`src/rtl/dpc_pkg.sv`:
```
`default_nettype none

package dpc_pkg;

  localparam int unsigned GAIN_W   = 24;
  localparam int unsigned OFFSET_W = 16;
  localparam int unsigned DT_W     = 24;
  localparam int unsigned OUT_W    = 48;
  localparam int unsigned FRAC_W   = 16;
  localparam int unsigned CFG_W    = 24;

  typedef enum logic [1:0] {
    REG_GAIN_PROP     = 2'd0,
    REG_GAIN_INTEG    = 2'd1,
    REG_GAIN_DERIV    = 2'd2,
    REG_TARGET_OFFSET = 2'd3
  } reg_idx_e;

  typedef struct packed {
    logic signed [GAIN_W-1:0]   gain_prop;
    logic signed [GAIN_W-1:0]   gain_integ;
    logic signed [GAIN_W-1:0]   gain_deriv;
    logic signed [OFFSET_W-1:0] target_offset;
  } cfg_t;

  typedef enum logic {
    OP_MUL = 1'b0,
    OP_DIV = 1'b1
  } arith_op_e;

  typedef struct packed {
    logic      start;
    arith_op_e op;
  } arith_req_t;

  typedef enum logic [8:0] {
    ST_IDLE   = 9'b000000001,
    ST_INTEG  = 9'b000000010,
    ST_MUL_P  = 9'b000000100,
    ST_MUL_I  = 9'b000001000,
    ST_DIV    = 9'b000010000,
    ST_MUL_D  = 9'b000100000,
    ST_SUM_PI = 9'b001000000,
    ST_SUM_D  = 9'b010000000,
    ST_OUT    = 9'b100000000
  } state_e;

endpackage

`default_nettype wire

```
`src/rtl/dpc_regs.sv`:
```
`default_nettype none

module dpc_regs (
  input  wire logic              clk_i,
  input  wire logic              rst_ni,
  input  wire logic              cfg_valid_i,
  output logic                   cfg_ready_o,
  input  wire dpc_pkg::reg_idx_e cfg_index_i,
  input  wire logic [dpc_pkg::CFG_W-1:0] cfg_data_i,
  output dpc_pkg::cfg_t          cfg_o
);
  import dpc_pkg::*;

  cfg_t cfg_q, cfg_d;

  assign cfg_ready_o = 1'b1;
  assign cfg_o       = cfg_q;

  always_comb begin
    cfg_d = cfg_q;
    if (cfg_valid_i) begin
      case (cfg_index_i)
        REG_GAIN_PROP:     cfg_d.gain_prop     = cfg_data_i[GAIN_W-1:0];
        REG_GAIN_INTEG:    cfg_d.gain_integ    = cfg_data_i[GAIN_W-1:0];
        REG_GAIN_DERIV:    cfg_d.gain_deriv    = cfg_data_i[GAIN_W-1:0];
        REG_TARGET_OFFSET: cfg_d.target_offset = cfg_data_i[OFFSET_W-1:0];
        default:           cfg_d = cfg_q;
      endcase
    end
  end

  always_ff @(posedge clk_i or negedge rst_ni) begin
    if (!rst_ni) begin
      cfg_q <= '0;
    end else begin
      cfg_q <= cfg_d;
    end
  end

endmodule

`default_nettype wire

```
`src/rtl/dpc_arith.sv`:
```
`default_nettype none

// Shared shift-add multiplier and restoring divider around one adder.
// Multiply: signed gain (a) times signed operand (b), one gain bit per cycle, MSB first.
// Divide: unsigned DV-bit dividend (b) by 24-bit divisor (a), one quotient bit per cycle.
module dpc_arith #(
  parameter int unsigned XW = 40,
  parameter int unsigned DV = 35
) (
  input  wire logic                        clk_i,
  input  wire logic                        rst_ni,
  input  wire dpc_pkg::arith_req_t         req_i,
  input  wire logic [dpc_pkg::GAIN_W-1:0]  a_i,
  input  wire logic [XW-1:0]               b_i,
  output logic                             done_o,
  output logic [dpc_pkg::GAIN_W+XW-1:0]    res_o
);
  import dpc_pkg::*;

  localparam int unsigned PW   = GAIN_W + XW;
  localparam int unsigned NMAX = (DV > GAIN_W) ? DV : GAIN_W;
  localparam int unsigned CNTW = $clog2(NMAX);

  logic            busy_q, busy_d;
  logic            done_q, done_d;
  logic            first_q, first_d;
  arith_op_e       op_q, op_d;
  logic [CNTW-1:0] cnt_q, cnt_d;
  logic [PW-1:0]   acc_q, acc_d;
  logic [GAIN_W-1:0] a_q, a_d;
  logic [XW-1:0]   x_q, x_d;

  logic [PW-1:0]   add_a, add_b, sum;
  logic            add_sub;
  logic            qbit;

  // single adder shared by both operations
  always_comb begin
    case (op_q)
      OP_MUL: begin
        add_a   = {acc_q[PW-2:0], 1'b0};
        add_b   = a_q[GAIN_W-1] ? PW'($signed(x_q)) : '0;
        add_sub = first_q;
      end
      OP_DIV: begin
        add_a   = {acc_q[PW-2:0], x_q[DV-1]};
        add_b   = PW'(a_q);
        add_sub = 1'b1;
      end
      default: begin
        add_a   = '0;
        add_b   = '0;
        add_sub = 1'b0;
      end
    endcase
    sum  = add_a + (add_sub ? ~add_b : add_b) + PW'(add_sub);
    qbit = ~sum[PW-1];
  end

  always_comb begin
    busy_d  = busy_q;
    done_d  = 1'b0;
    first_d = first_q;
    op_d    = op_q;
    cnt_d   = cnt_q;
    acc_d   = acc_q;
    a_d     = a_q;
    x_d     = x_q;
    if (!busy_q) begin
      if (req_i.start) begin
        busy_d  = 1'b1;
        op_d    = req_i.op;
        first_d = 1'b1;
        acc_d   = '0;
        a_d     = a_i;
        x_d     = b_i;
        cnt_d   = (req_i.op == OP_DIV) ? CNTW'(DV - 1) : CNTW'(GAIN_W - 1);
      end
    end else begin
      first_d = 1'b0;
      case (op_q)
        OP_MUL: begin
          acc_d = sum;
          a_d   = {a_q[GAIN_W-2:0], 1'b0};
        end
        OP_DIV: begin
          // keep the trial remainder only when it did not go negative
          acc_d = qbit ? sum : add_a;
          x_d   = {x_q[XW-2:0], qbit};
        end
        default: acc_d = acc_q;
      endcase
      if (cnt_q == '0) begin
        busy_d = 1'b0;
        done_d = 1'b1;
      end else begin
        cnt_d = cnt_q - 1'b1;
      end
    end
  end

  always_ff @(posedge clk_i or negedge rst_ni) begin
    if (!rst_ni) begin
      busy_q  <= 1'b0;
      done_q  <= 1'b0;
      first_q <= 1'b0;
      op_q    <= OP_MUL;
      cnt_q   <= '0;
    end else begin
      busy_q  <= busy_d;
      done_q  <= done_d;
      first_q <= first_d;
      op_q    <= op_d;
      cnt_q   <= cnt_d;
    end
  end

  always_ff @(posedge clk_i) begin
    acc_q <= acc_d;
    a_q   <= a_d;
    x_q   <= x_d;
  end

  assign done_o = done_q;
  assign res_o  = (op_q == OP_DIV) ? PW'(x_q[DV-1:0]) : acc_q;

endmodule

`default_nettype wire

```
`src/rtl/differential_pid_controller_top.sv`:
```
`default_nettype none

// Channel   Direction  Handshake                Payload
// input     in         in_valid_i / in_stall_o  left_distance_i, right_distance_i, elapsed_us_i
// result    out        out_valid_o / out_stall_i turn_value_o, sat_flag_o, zero_interval_flag_o
// config    in         cfg_valid_i / cfg_ready_o cfg_index_i, cfg_data_i
//
// Each item's divide yields DV = EW + 17 quotient bits, and the next item is taken only
// once the controller has returned to idle after handing its result to the output register.
// Three 24-step multiplies and the DV-step divide all run on the one shared adder in
// dpc_arith. A zero interval skips the divide and the derivative multiply.
// Reset clears the integral, the previous error, the gains and the offset.
// A finished result waits in the output register; the next item is taken meanwhile and
// held in its last state until that register is free.
module differential_pid_controller_top #(
  parameter int unsigned DIST_BITS = 16,
  parameter int unsigned ACC_BITS  = 40
) (
  input  wire logic                          clk_i,
  input  wire logic                          rst_ni,
  input  wire logic                          in_valid_i,
  output logic                               in_stall_o,
  input  wire logic [DIST_BITS-1:0]          left_distance_i,
  input  wire logic [DIST_BITS-1:0]          right_distance_i,
  input  wire logic [dpc_pkg::DT_W-1:0]      elapsed_us_i,
  output logic                               out_valid_o,
  input  wire logic                          out_stall_i,
  output logic signed [dpc_pkg::OUT_W-1:0]   turn_value_o,
  output logic                               sat_flag_o,
  output logic                               zero_interval_flag_o,
  input  wire logic                          cfg_valid_i,
  output logic                               cfg_ready_o,
  input  wire dpc_pkg::reg_idx_e             cfg_index_i,
  input  wire logic [dpc_pkg::CFG_W-1:0]     cfg_data_i
);
  import dpc_pkg::*;

  localparam int unsigned ERR_BITS = DIST_BITS + 2;
  localparam int unsigned EW = (DIST_BITS + 2 > OFFSET_W + 1) ? DIST_BITS + 2 : OFFSET_W + 1;
  localparam int unsigned DV = EW + 1 + FRAC_W;
  localparam int unsigned XW = (ACC_BITS > DV) ? ACC_BITS : DV;
  localparam int unsigned PW = GAIN_W + XW;
  localparam int unsigned LW = ((PW > 64) ? PW : 64) + 1;
  localparam int unsigned SW = ((ACC_BITS > EW) ? ACC_BITS : EW) + 1;

  localparam logic signed [LW-1:0] MAX64 = LW'($signed({1'b0, {63{1'b1}}}));
  localparam logic signed [LW-1:0] MIN64 = ~MAX64;
  localparam logic signed [63:0]   MAX48 = 64'($signed({1'b0, {(OUT_W-1){1'b1}}}));
  localparam logic signed [63:0]   MIN48 = ~MAX48;
  localparam logic signed [SW-1:0] MAXACC = SW'($signed({1'b0, {(ACC_BITS-1){1'b1}}}));
  localparam logic signed [SW-1:0] MINACC = ~MAXACC;

  // clamp to 64-bit signed; top bit of the result is the saturation flag
  function automatic logic [64:0] sat64(input logic signed [LW-1:0] v);
    if (v > MAX64) begin
      sat64 = {1'b1, MAX64[63:0]};
    end else if (v < MIN64) begin
      sat64 = {1'b1, MIN64[63:0]};
    end else begin
      sat64 = {1'b0, v[63:0]};
    end
  endfunction

  cfg_t       cfg;
  arith_req_t req;
  logic [GAIN_W-1:0] arith_a;
  logic [XW-1:0]     arith_b;
  logic              arith_done;
  logic [PW-1:0]     arith_res;

  state_e state_q, state_d;
  logic   launched_q, launched_d;

  logic signed [EW-1:0]       err_q, err_d;
  logic [DT_W-1:0]            dt_q, dt_d;
  logic                       zero_iv_q, zero_iv_d;
  logic signed [EW:0]         diff_q, diff_d;
  logic signed [ACC_BITS-1:0] error_sum_q, error_sum_d;
  logic signed [ERR_BITS-1:0] last_error_q, last_error_d;
  logic signed [DV-1:0]       deriv_q, deriv_d;
  logic signed [63:0]         p_q, p_d, i_q, i_d, d_q, d_d, total_q, total_d;
  logic                       sat_q, sat_d;

  logic                       out_valid_q, out_valid_d;
  logic signed [OUT_W-1:0]    turn_q, turn_d;
  logic                       out_sat_q, out_sat_d;
  logic                       out_zero_q, out_zero_d;

  logic signed [EW-1:0]   err_in;
  logic signed [SW-1:0]   int_sum;
  logic [EW:0]            diff_mag;
  logic [DV-1:0]          dividend;
  logic [DV-1:0]          quot;
  logic [64:0]            prod_sat;
  logic [64:0]            add_sat;
  logic signed [63:0]     prod_val;

  dpc_regs u_regs (
    .clk_i       (clk_i),
    .rst_ni      (rst_ni),
    .cfg_valid_i (cfg_valid_i),
    .cfg_ready_o (cfg_ready_o),
    .cfg_index_i (cfg_index_i),
    .cfg_data_i  (cfg_data_i),
    .cfg_o       (cfg)
  );

  dpc_arith #(
    .XW (XW),
    .DV (DV)
  ) u_arith (
    .clk_i  (clk_i),
    .rst_ni (rst_ni),
    .req_i  (req),
    .a_i    (arith_a),
    .b_i    (arith_b),
    .done_o (arith_done),
    .res_o  (arith_res)
  );

  always_comb begin
    err_in = EW'($signed({1'b0, right_distance_i})) - EW'($signed({1'b0, left_distance_i}))
             - EW'(cfg.target_offset);
    int_sum  = SW'(error_sum_q) + SW'(err_q);
    diff_mag = diff_q[EW] ? (~diff_q + 1'b1) : diff_q;
    dividend = {diff_mag, {FRAC_W{1'b0}}};
    quot     = arith_res[DV-1:0];
    prod_sat = sat64(LW'($signed(arith_res)));
    prod_val = $signed(prod_sat[63:0]);
    case (state_q)
      ST_SUM_PI: add_sat = sat64(LW'(p_q) + LW'(i_q));
      ST_SUM_D:  add_sat = sat64(LW'(total_q) + LW'(d_q));
      default:   add_sat = '0;
    endcase
  end

  always_comb begin
    state_d      = state_q;
    launched_d   = launched_q;
    err_d        = err_q;
    dt_d         = dt_q;
    zero_iv_d    = zero_iv_q;
    diff_d       = diff_q;
    error_sum_d  = error_sum_q;
    last_error_d = last_error_q;
    deriv_d      = deriv_q;
    p_d          = p_q;
    i_d          = i_q;
    d_d          = d_q;
    total_d      = total_q;
    sat_d        = sat_q;
    out_valid_d  = out_valid_q & out_stall_i;
    turn_d       = turn_q;
    out_sat_d    = out_sat_q;
    out_zero_d   = out_zero_q;
    req.start    = 1'b0;
    req.op       = OP_MUL;
    arith_a      = cfg.gain_prop;
    arith_b      = XW'(err_q);

    case (state_q)
      ST_IDLE: begin
        if (in_valid_i) begin
          err_d     = err_in;
          dt_d      = elapsed_us_i;
          zero_iv_d = (elapsed_us_i == '0);
          sat_d     = 1'b0;
          state_d   = ST_INTEG;
        end
      end
      ST_INTEG: begin
        if (int_sum > MAXACC) begin
          error_sum_d = MAXACC[ACC_BITS-1:0];
          sat_d       = 1'b1;
        end else if (int_sum < MINACC) begin
          error_sum_d = MINACC[ACC_BITS-1:0];
          sat_d       = 1'b1;
        end else begin
          error_sum_d = int_sum[ACC_BITS-1:0];
        end
        diff_d       = (EW+1)'(err_q) - (EW+1)'(last_error_q);
        last_error_d = ERR_BITS'(err_q);
        state_d      = ST_MUL_P;
      end
      ST_MUL_P: begin
        arith_a = cfg.gain_prop;
        arith_b = XW'(err_q);
        if (!launched_q) begin
          req.start  = 1'b1;
          launched_d = 1'b1;
        end else if (arith_done) begin
          p_d        = prod_val;
          sat_d      = sat_q | prod_sat[64];
          launched_d = 1'b0;
          state_d    = ST_MUL_I;
        end
      end
      ST_MUL_I: begin
        arith_a = cfg.gain_integ;
        arith_b = XW'(error_sum_q);
        if (!launched_q) begin
          req.start  = 1'b1;
          launched_d = 1'b1;
        end else if (arith_done) begin
          i_d        = prod_val;
          sat_d      = sat_q | prod_sat[64];
          launched_d = 1'b0;
          // zero interval: derivative term is zero, skip divide and multiply
          if (zero_iv_q) begin
            d_d     = '0;
            state_d = ST_SUM_PI;
          end else begin
            state_d = ST_DIV;
          end
        end
      end
      ST_DIV: begin
        req.op  = OP_DIV;
        arith_a = dt_q;
        arith_b = XW'(dividend);
        if (!launched_q) begin
          req.start  = 1'b1;
          launched_d = 1'b1;
        end else if (arith_done) begin
          deriv_d    = diff_q[EW] ? $signed(~quot + 1'b1) : $signed(quot);
          launched_d = 1'b0;
          state_d    = ST_MUL_D;
        end
      end
      ST_MUL_D: begin
        arith_a = cfg.gain_deriv;
        arith_b = XW'(deriv_q);
        if (!launched_q) begin
          req.start  = 1'b1;
          launched_d = 1'b1;
        end else if (arith_done) begin
          d_d        = prod_val >>> FRAC_W;
          sat_d      = sat_q | prod_sat[64];
          launched_d = 1'b0;
          state_d    = ST_SUM_PI;
        end
      end
      ST_SUM_PI: begin
        total_d = $signed(add_sat[63:0]);
        sat_d   = sat_q | add_sat[64];
        state_d = ST_SUM_D;
      end
      ST_SUM_D: begin
        total_d = $signed(add_sat[63:0]);
        sat_d   = sat_q | add_sat[64];
        state_d = ST_OUT;
      end
      ST_OUT: begin
        // hold until the output register is free
        if (!out_valid_q || !out_stall_i) begin
          out_valid_d = 1'b1;
          out_zero_d  = zero_iv_q;
          if (total_q > MAX48) begin
            turn_d    = MAX48[OUT_W-1:0];
            out_sat_d = 1'b1;
          end else if (total_q < MIN48) begin
            turn_d    = MIN48[OUT_W-1:0];
            out_sat_d = 1'b1;
          end else begin
            turn_d    = total_q[OUT_W-1:0];
            out_sat_d = sat_q;
          end
          state_d = ST_IDLE;
        end
      end
      default: begin
        state_d    = ST_IDLE;
        launched_d = 1'b0;
      end
    endcase
  end

  always_ff @(posedge clk_i or negedge rst_ni) begin
    if (!rst_ni) begin
      state_q      <= ST_IDLE;
      launched_q   <= 1'b0;
      out_valid_q  <= 1'b0;
      error_sum_q  <= '0;
      last_error_q <= '0;
    end else begin
      state_q      <= state_d;
      launched_q   <= launched_d;
      out_valid_q  <= out_valid_d;
      error_sum_q  <= error_sum_d;
      last_error_q <= last_error_d;
    end
  end

  always_ff @(posedge clk_i) begin
    err_q      <= err_d;
    dt_q       <= dt_d;
    zero_iv_q  <= zero_iv_d;
    diff_q     <= diff_d;
    deriv_q    <= deriv_d;
    p_q        <= p_d;
    i_q        <= i_d;
    d_q        <= d_d;
    total_q    <= total_d;
    sat_q      <= sat_d;
    turn_q     <= turn_d;
    out_sat_q  <= out_sat_d;
    out_zero_q <= out_zero_d;
  end

  assign in_stall_o           = (state_q != ST_IDLE);
  assign out_valid_o          = out_valid_q;
  assign turn_value_o         = turn_q;
  assign sat_flag_o           = out_sat_q;
  assign zero_interval_flag_o = out_zero_q;

endmodule

`default_nettype wire
```
`config.mk`:
```
export PLATFORM = sky130hd
export DESIGN_NAME = differential_pid_controller_top
export DESIGN_NICKNAME = d
export VERILOG_FILES = /design/src/rtl/dpc_pkg.sv /design/src/rtl/dpc_regs.sv /design/src/rtl/dpc_arith.sv /design/src/rtl/differential_pid_controller_top.sv
export SDC_FILE = /design/constraint.sdc
export NUM_CORES = 2
export LEC_CHECK = 0
export BUFFER_PORTS_ARGS = -buffer_cell sky130_fd_sc_hd__buf_2
export CELL_PAD_IN_SITES_DETAIL_PLACEMENT = 1
export CELL_PAD_IN_SITES_GLOBAL_PLACEMENT = 2
export CORE_MARGIN = 3
export CORE_UTILIZATION = 46
export CTS_BUF_LIST = sky130_fd_sc_hd__clkbuf_4
export CTS_CLUSTER_SIZE = 30
export DETAILED_ROUTE_END_ITERATION = 10
export HOLD_SLACK_MARGIN = 0.02
export PLACE_DENSITY = 0.93
export SLEW_MARGIN = 20
export SYNTH_ARGS = -nofsm -noshare
export SYNTH_HDL_FRONTEND = slang
export SYNTH_HIERARCHICAL = 1
export SYNTH_SLANG_ARGS = --single-unit
export TNS_END_PERCENT = 1
```
`constraint.sdc`:
```
create_clock -name clk_i -period 18.15 [get_ports clk_i]
set_clock_uncertainty 0.05 [all_clocks]
set_input_delay 4.5375 -clock clk_i [delete_from_list [all_inputs] [get_ports clk_i]]
set_output_delay 4.5375 -clock clk_i [all_outputs]
set_load 0.005 [all_outputs]
```
Yosys cells after proc, flatten, opt, wreduce, memory -nomap -nowiden
Cells that the tools add are included.
- shift-type cells: 0
- equal/unequal tests: 30
- reductions and logical operators: 30
- mux-type cells: 73
- $lt $le $gt $ge: 10
- bitwise gates (word level): 9
- multiply operators: 0
- add/subtract/negate cells: 11
- div/mod/pow operators: 0
- operators by type and width (operator ; number):
    $mux W64 ; 11
    $pmux W64 S2 ; 4
    $mux W65 ; 6
    $mux W40 ; 5
    $add A64 B64 Y65 ; 2
    $gt A65 B64 Y1 const B ; 2
    $lt A65 B64 Y1 const B ; 2
    $pmux W65 S2 ; 1
    $pmux W40 S3 ; 1
    $mux W9 ; 10
    $pmux W9 S9 ; 1
    $mux W24 ; 3
    $pmux W24 S3 ; 1
    $add A64 B1 Y64 ; 1
    $add A64 B64 Y64 ; 1
    $gt A64 B48 Y1 const B ; 1
    $gt A64 B64 Y1 const B ; 1
    $lt A64 B48 Y1 const B ; 1
    $lt A64 B64 Y1 const B ; 1
    $not A64 Y64 ; 1
    $mux W48 ; 1
    $add A40 B18 Y41 ; 1
    $gt A41 B40 Y1 const B ; 1
    $lt A41 B40 Y1 const B ; 1
    49 further kinds ; 103
- ROM bits: 0
- memory bits (writable): 0
- bits of input ports: 87
- logic and storage cells: 193
- latch bits: 0
- memories kept: 0
- output and inout port bits: 53
- bits in registers: 699

Longest topological paths before layout
- depth after elaboration: 9
- gate-level depth with buffers: 20
- depth with buffers taken out: 20

Hierarchy
The synthesis kept the hierarchy.
- modules (own cells, without submodules) (module ; area an instance (sq um) ; times used ; sequential area each (sq um) ; cells an instance):
    differential_pid_controller_top ; 31087.3 ; 1 ; 13379.1 ; 3272
    dpc_arith ; 11646.2 ; 1 ; 4093.9 ; 1280
    dpc_regs ; 3319.4 ; 1 ; 2202.1 ; 189

Worst setup path before layout
No wires, ideal clock.
- path kind: input to register
- start: input port right_distance_i[0]
- end: register err_q[16], data pin
- setup time: 0.258 ns
- data arrival time: 7.702 ns
- stages: 19
- data required time: 17.842 ns
- path buffers: 0
- slack: 10.141 ns
- cells stage by stage: inv_1 ha_1 inv_1 fa_1 a21o_1 a21oi_1 o21ai_0 a21oi_1 o21bai_1 a21oi_1 o21ai_0 o41ai_1 o211ai_1 xor2_1 ha_1 nand3_1 o211ai_1 a21oi_1 xnor2_1
- longest elaborated chain between the ends: 2
- ends and longest elaborated chain (item ; RTL line ; text):
    from (decl) ; differential_pid_controller_top.sv:24 ; input wire logic [DIST_BITS-1:0] right_distance_i,
    $sub A16 B16 Y17 ; differential_pid_controller_top.sv:122 ; err_in = EW'($signed({1'b0, right_distance_i})) - EW'($signed({1'b0, left_distance_i}))
    $sub A17 B16 Y18 ; differential_pid_controller_top.sv:123 ; - EW'(cfg.target_offset);
    named net err_in[16] ; differential_pid_controller_top.sv:89 ; logic signed [EW-1:0] err_in;
    to (signal assigned) ; differential_pid_controller_top.sv:295 ; err_q <= err_d;
    to (decl) ; differential_pid_controller_top.sv:74 ; logic signed [EW-1:0] err_q, err_d;
The timed path passes the listed nets, and every way through them passes these cells.
A chain may end at the register's enable or synchronous reset.

Final worst setup path
- start: input port left_distance_i[1]
- end: register err_q[15], data pin
- longest elaborated chain between the ends: 2
- ends and longest elaborated chain (item ; RTL line ; text):
    from (decl) ; differential_pid_controller_top.sv:23 ; input wire logic [DIST_BITS-1:0] left_distance_i,
    $sub A16 B16 Y17 ; differential_pid_controller_top.sv:122 ;
    $sub A17 B16 Y18 ; differential_pid_controller_top.sv:123 ;
    named net err_in[15] ; differential_pid_controller_top.sv:89 ;
The timed path passes the listed nets, and every way through them passes these cells.

==> impl_results.md <==
* Number of remaining DRC errors at 0
* Pin count of the biggest net entering global routing at 77
* Reg2Reg Setup Slack at 11.91 ns
* VDD IR max at 0.121 mV
* Crit Path Max Fanout at 6
* # IOs at 140
* IO Port Bufs at 138
* Peak Freq at 128 MHz
* First-pass GRT wire length at 230,000 um
* Adder-cell share of the synthesized area at 0.0823
* Max H-tree Level at 4
* Vias per cell at 6.09
* Fraction of registers with async set/reset at 0.245
* Setup crit end kind: flop
* Hpwl dp at 111,000 um
* Core Rows at 115
* Clock transition at the registers of the reported paths at 0.07 ns
* Vias in the first global route at 39,255
* Register area share after synthesis at 0.427
* Synth-to-layout area growth at 8.55%
* Die Height at 322 um
* Yosys cell types at 105
* Status: completed
* Total negative setup slack at 0 ns
* Max-slew violations at 0
* Cell area after layout at 50,000 um^2
* Syn_nets at 5,125
* Slew margin rel. at 0.201
* Wirelength per Cell at 23.8 um
* Post-Syn Area at 46,100 um^2
* GRT overflow at 0
* Final setup viols at 0
* Top_reg_cell synth: edfxtp_1
* Worst-Margin Slew at 1.18 ns
* Worst min-delay path class: flop to flop
* Mux cell area share after synthesis at 0.0533
* Vias at 38,113
* Nets at 5,205
* #FFs+latches synth at 683
* Synth Area in XOR/XNOR at 0.0586
* Leakage Power at 20.9 nW
* Gr usage total at 0.285
* # Max-Cap Violations at 0
* Design Power at 0.00727 W
* Main combinational cell family by area after synthesis: compound AO/OA/AOI/OAI gates
* Placer Congestion at 0.919
* Initial Utilization at 0.466
* Dpl cell area at 47,500 um^2
* Final non-filler cell total at 6,263
* Compound-Gate Fraction of Synth Area at 0.195
* Die ar. at 104,000 um^2
* Arrival time worst endpoint at 8.61 ns
* Clk_lat worst skew at 1.09 ns
* Clock sinks at 683
* Iteration-0 DRC Markers at 3,052
* EDFF count, synth at 516
* Synthesized area per cell at 9.71 um^2
* RSZ-0062 raised after global routing: false
* Yosys Warn Count at 6
* CP Launch Type: primary input
* Clock root cell: clkbuf_4
* Detail Route Antenna Nets at 0
* TritonCTS Buffers at 188
* Power Density at 146 nW/um^2
* Post-CTS Setup Bufs at 0
* Die width at 322 um
* Kind of critical path: primary input to flop
* Hold Buf Count CTS at 0
* Synth Instances at 4,741
* Final period util at 0.430
* CTS tree: yes
* TritonRoute pass-1 iters at 5
* Worst Path Required at 18.94 ns
* Crit path time final at 7.81 ns
* Core footprint at 98,900 um^2
* Cells after DPL at 5,917
* Clock Path Buffers at 3
* Simple-gate share of the synthesized area at 0.142
* Final Hold Fails at 0
* Share of post-route cells with drive strength above 1 at 0.153
* Filler cells at 11,205
* Post-cts repair resize count at 0
* Initial antenna violation count at 5
* Final WL at 149,000 um
## cells in the mapped netlist, types with 11 or more instances
| cell type | n | share of area |
|---|---|---|
| nand2_1 | 557 | 0.045 |
| edfxtp_1 | 516 | 0.34 |
| a21oi_1 | 425 | 0.046 |
| ha_1 | 290 | 0.079 |
| nor2_1 | 283 | 0.023 |
| o21ai_0 | 276 | 0.030 |
| clkbuf_1 | 221 | 0.018 |
| xnor2_1 | 219 | 0.042 |
| mux2_2 | 186 | 0.045 |
| inv_1 | 173 | 0.014 |
| dfrtp_1 | 166 | 0.090 |
| a21o_1 | 127 | 0.021 |
| xor2_1 | 89 | 0.017 |
| nand3_1 | 82 | 0.0089 |
| o21bai_1 | 73 | 0.012 |
| nand4_1 | 64 | 0.0087 |
| and2_1 | 63 | 0.0086 |
| nor2b_1 | 62 | 0.0084 |
| nor3_1 | 55 | 0.0060 |
| a22oi_1 | 54 | 0.0088 |
| a31oi_1 | 46 | 0.0062 |
| and3_1 | 46 | 0.0062 |
| o21a_1 | 44 | 0.0072 |
| nand2b_1 | 39 | 0.0053 |
| o211ai_1 | 36 | 0.0059 |
| mux2i_1 | 35 | 0.0076 |
| buf_2 | 34 | 0.0037 |
| a211oi_1 | 33 | 0.0054 |
| nor4_1 | 26 | 0.0035 |
| o211ai_2 | 26 | 0.0071 |
| o31ai_1 | 25 | 0.0041 |
| or3_1 | 25 | 0.0034 |
| a21boi_0 | 24 | 0.0039 |
| o41ai_1 | 18 | 0.0034 |
| a222oi_1 | 16 | 0.0035 |
| o22ai_1 | 16 | 0.0022 |
| buf_1 | 15 | 0.0012 |
| or4_1 | 15 | 0.0024 |
| or2_2 | 14 | 0.0019 |
| a211o_1 | 12 | 0.0023 |
| a221oi_1 | 12 | 0.0023 |
| buf_6 | 12 | 0.0029 |
| o21ai_1 | 12 | 0.0013 |
| nand3b_1 | 11 | 0.0018 |
| o31a_1 | 11 | 0.0021 |
## per-layer routing
metal	up-vias	global-route usage	share of wire
met4	2	0.108	0.035
met5	-	0	0.000074
li1	17694	-	-
met1	19011	0.380	0.43
met2	1139	0.460	0.47
met3	267	0.0561	0.064
## power by group
group | switching, W | total (W) | internal, W
Clock | 0.000724 | 0.00145 | 0.000722
Sequential | 0.000303 | 0.00245 | 0.00215
Combinational | 0.00208 | 0.00337 | 0.00130
## kinds of logic (layout without fill, tap and decap cells)
group | count (synthesis) | count (layout)
mux | 222 | 222
compound gates | 1374 | 1374
buf+inv | 466 | 694
other cells | 1 | 8
simple gates | 1388 | 1388
xor+xnor | 308 | 308
flops | 683 | 683
fa+ha+maj | 299 | 299
## metrics by stage
step	utilization	worst slack (ns)	hold WS, ns
finish	0.506	10.34	0.458
global route	0.506	10.04	0.467
CTS	0.505	10.56	0.461
detailed placement	0.481	9.34	0.446
floorplan	-	10.14	0.391
global placement	0.481	9.57	0.420
## critical path, cell delays in order
cell and delay [ns]:
buf_2 0.10, inv_1 0.10, ha_1 0.25, nor2b_1 0.14
o21ai_0 0.24, a21boi_0 0.17, o21ai_0 0.22, a21boi_0 0.15
o21ai_0 0.23, a21oi_1 0.13, o41ai_1 0.63, o21bai_1 0.15
a21oi_1 0.20, xnor2_1 0.14, ha_1 0.32, and2_1 0.20
a31oi_1 0.15, o211ai_1 0.17, a211oi_1 0.30, nor2_1 0.07
## layout by cell type, fill, tap and decap left out, types with 16 or more instances in the layout
cell,count
nand2_1,556
edfxtp_1,516
a21oi_1,424
ha_1,290
nor2_1,278
o21ai_0,275
clkbuf_4,257
xnor2_1,219
mux2_2,186
inv_1,171
dfrtp_1,163
buf_2,137
a21o_1,127
xor2_1,89
nand3_1,82
o21bai_1,73
nand4_1,64
and2_1,63
nor2b_1,62
a22oi_1,54
nor3_1,53
clkinv_1,51
and3_1,46
a31oi_1,46
o21a_1,44
buf_4,43
nand2b_1,39
o211ai_1,36
mux2i_1,35
a211oi_1,32
o211ai_2,26
nor4_1,25
or3_1,25
a21boi_0,24
o31ai_1,24
o41ai_1,17
o22ai_1,16
a222oi_1,16
## area by class of cell
cell class                      count  area [um^2]  share of cell area
Timing Repair Buffer              182         1050              0.0209
Clock inverter                     81          480             0.00961
Sequential cell                   683        19700               0.394
Antenna cell                        7         17.5            0.000350
Clock buffer                      257         1930              0.0386
Multi-Input combinational cell   3592        24600               0.491
Tap cell                         1287         1610              0.0322
Inverter                          174          653              0.0131
## final timing paths
check,start,cells after the start,to
min reg2reg,u_regs/cfg_o[81],1,u_regs/cfg_o[81]
max reg2reg,u_arith/a_q[23],16,u_arith/acc_q[60]
max,left_distance_i[1],20,err_q[15]
min,u_regs/cfg_o[81],1,u_regs/cfg_o[81]
min in group asynchronous,rst_ni,1,u_regs/cfg_o[1]
max in group asynchronous,rst_ni,2,u_arith/busy_q
## registers in the layout (all words and copies together), names as in the netlist, 19 cells and up
| register | count |
|---|---|
| error_sum_q | 40 |
| d_q | 48 |
| u_arith/x_q | 40 |
| u_arith/acc_q | 64 |
| p_q | 64 |
| i_q | 64 |
| diff_q | 19 |
| u_regs/cfg_o | 88 |
| dt_q | 24 |
| total_q | 64 |
| turn_value_o | 48 |
| deriv_q | 35 |
| u_arith/a_q | 24 |
Note: power is estimated with default switching activity, not from simulation.
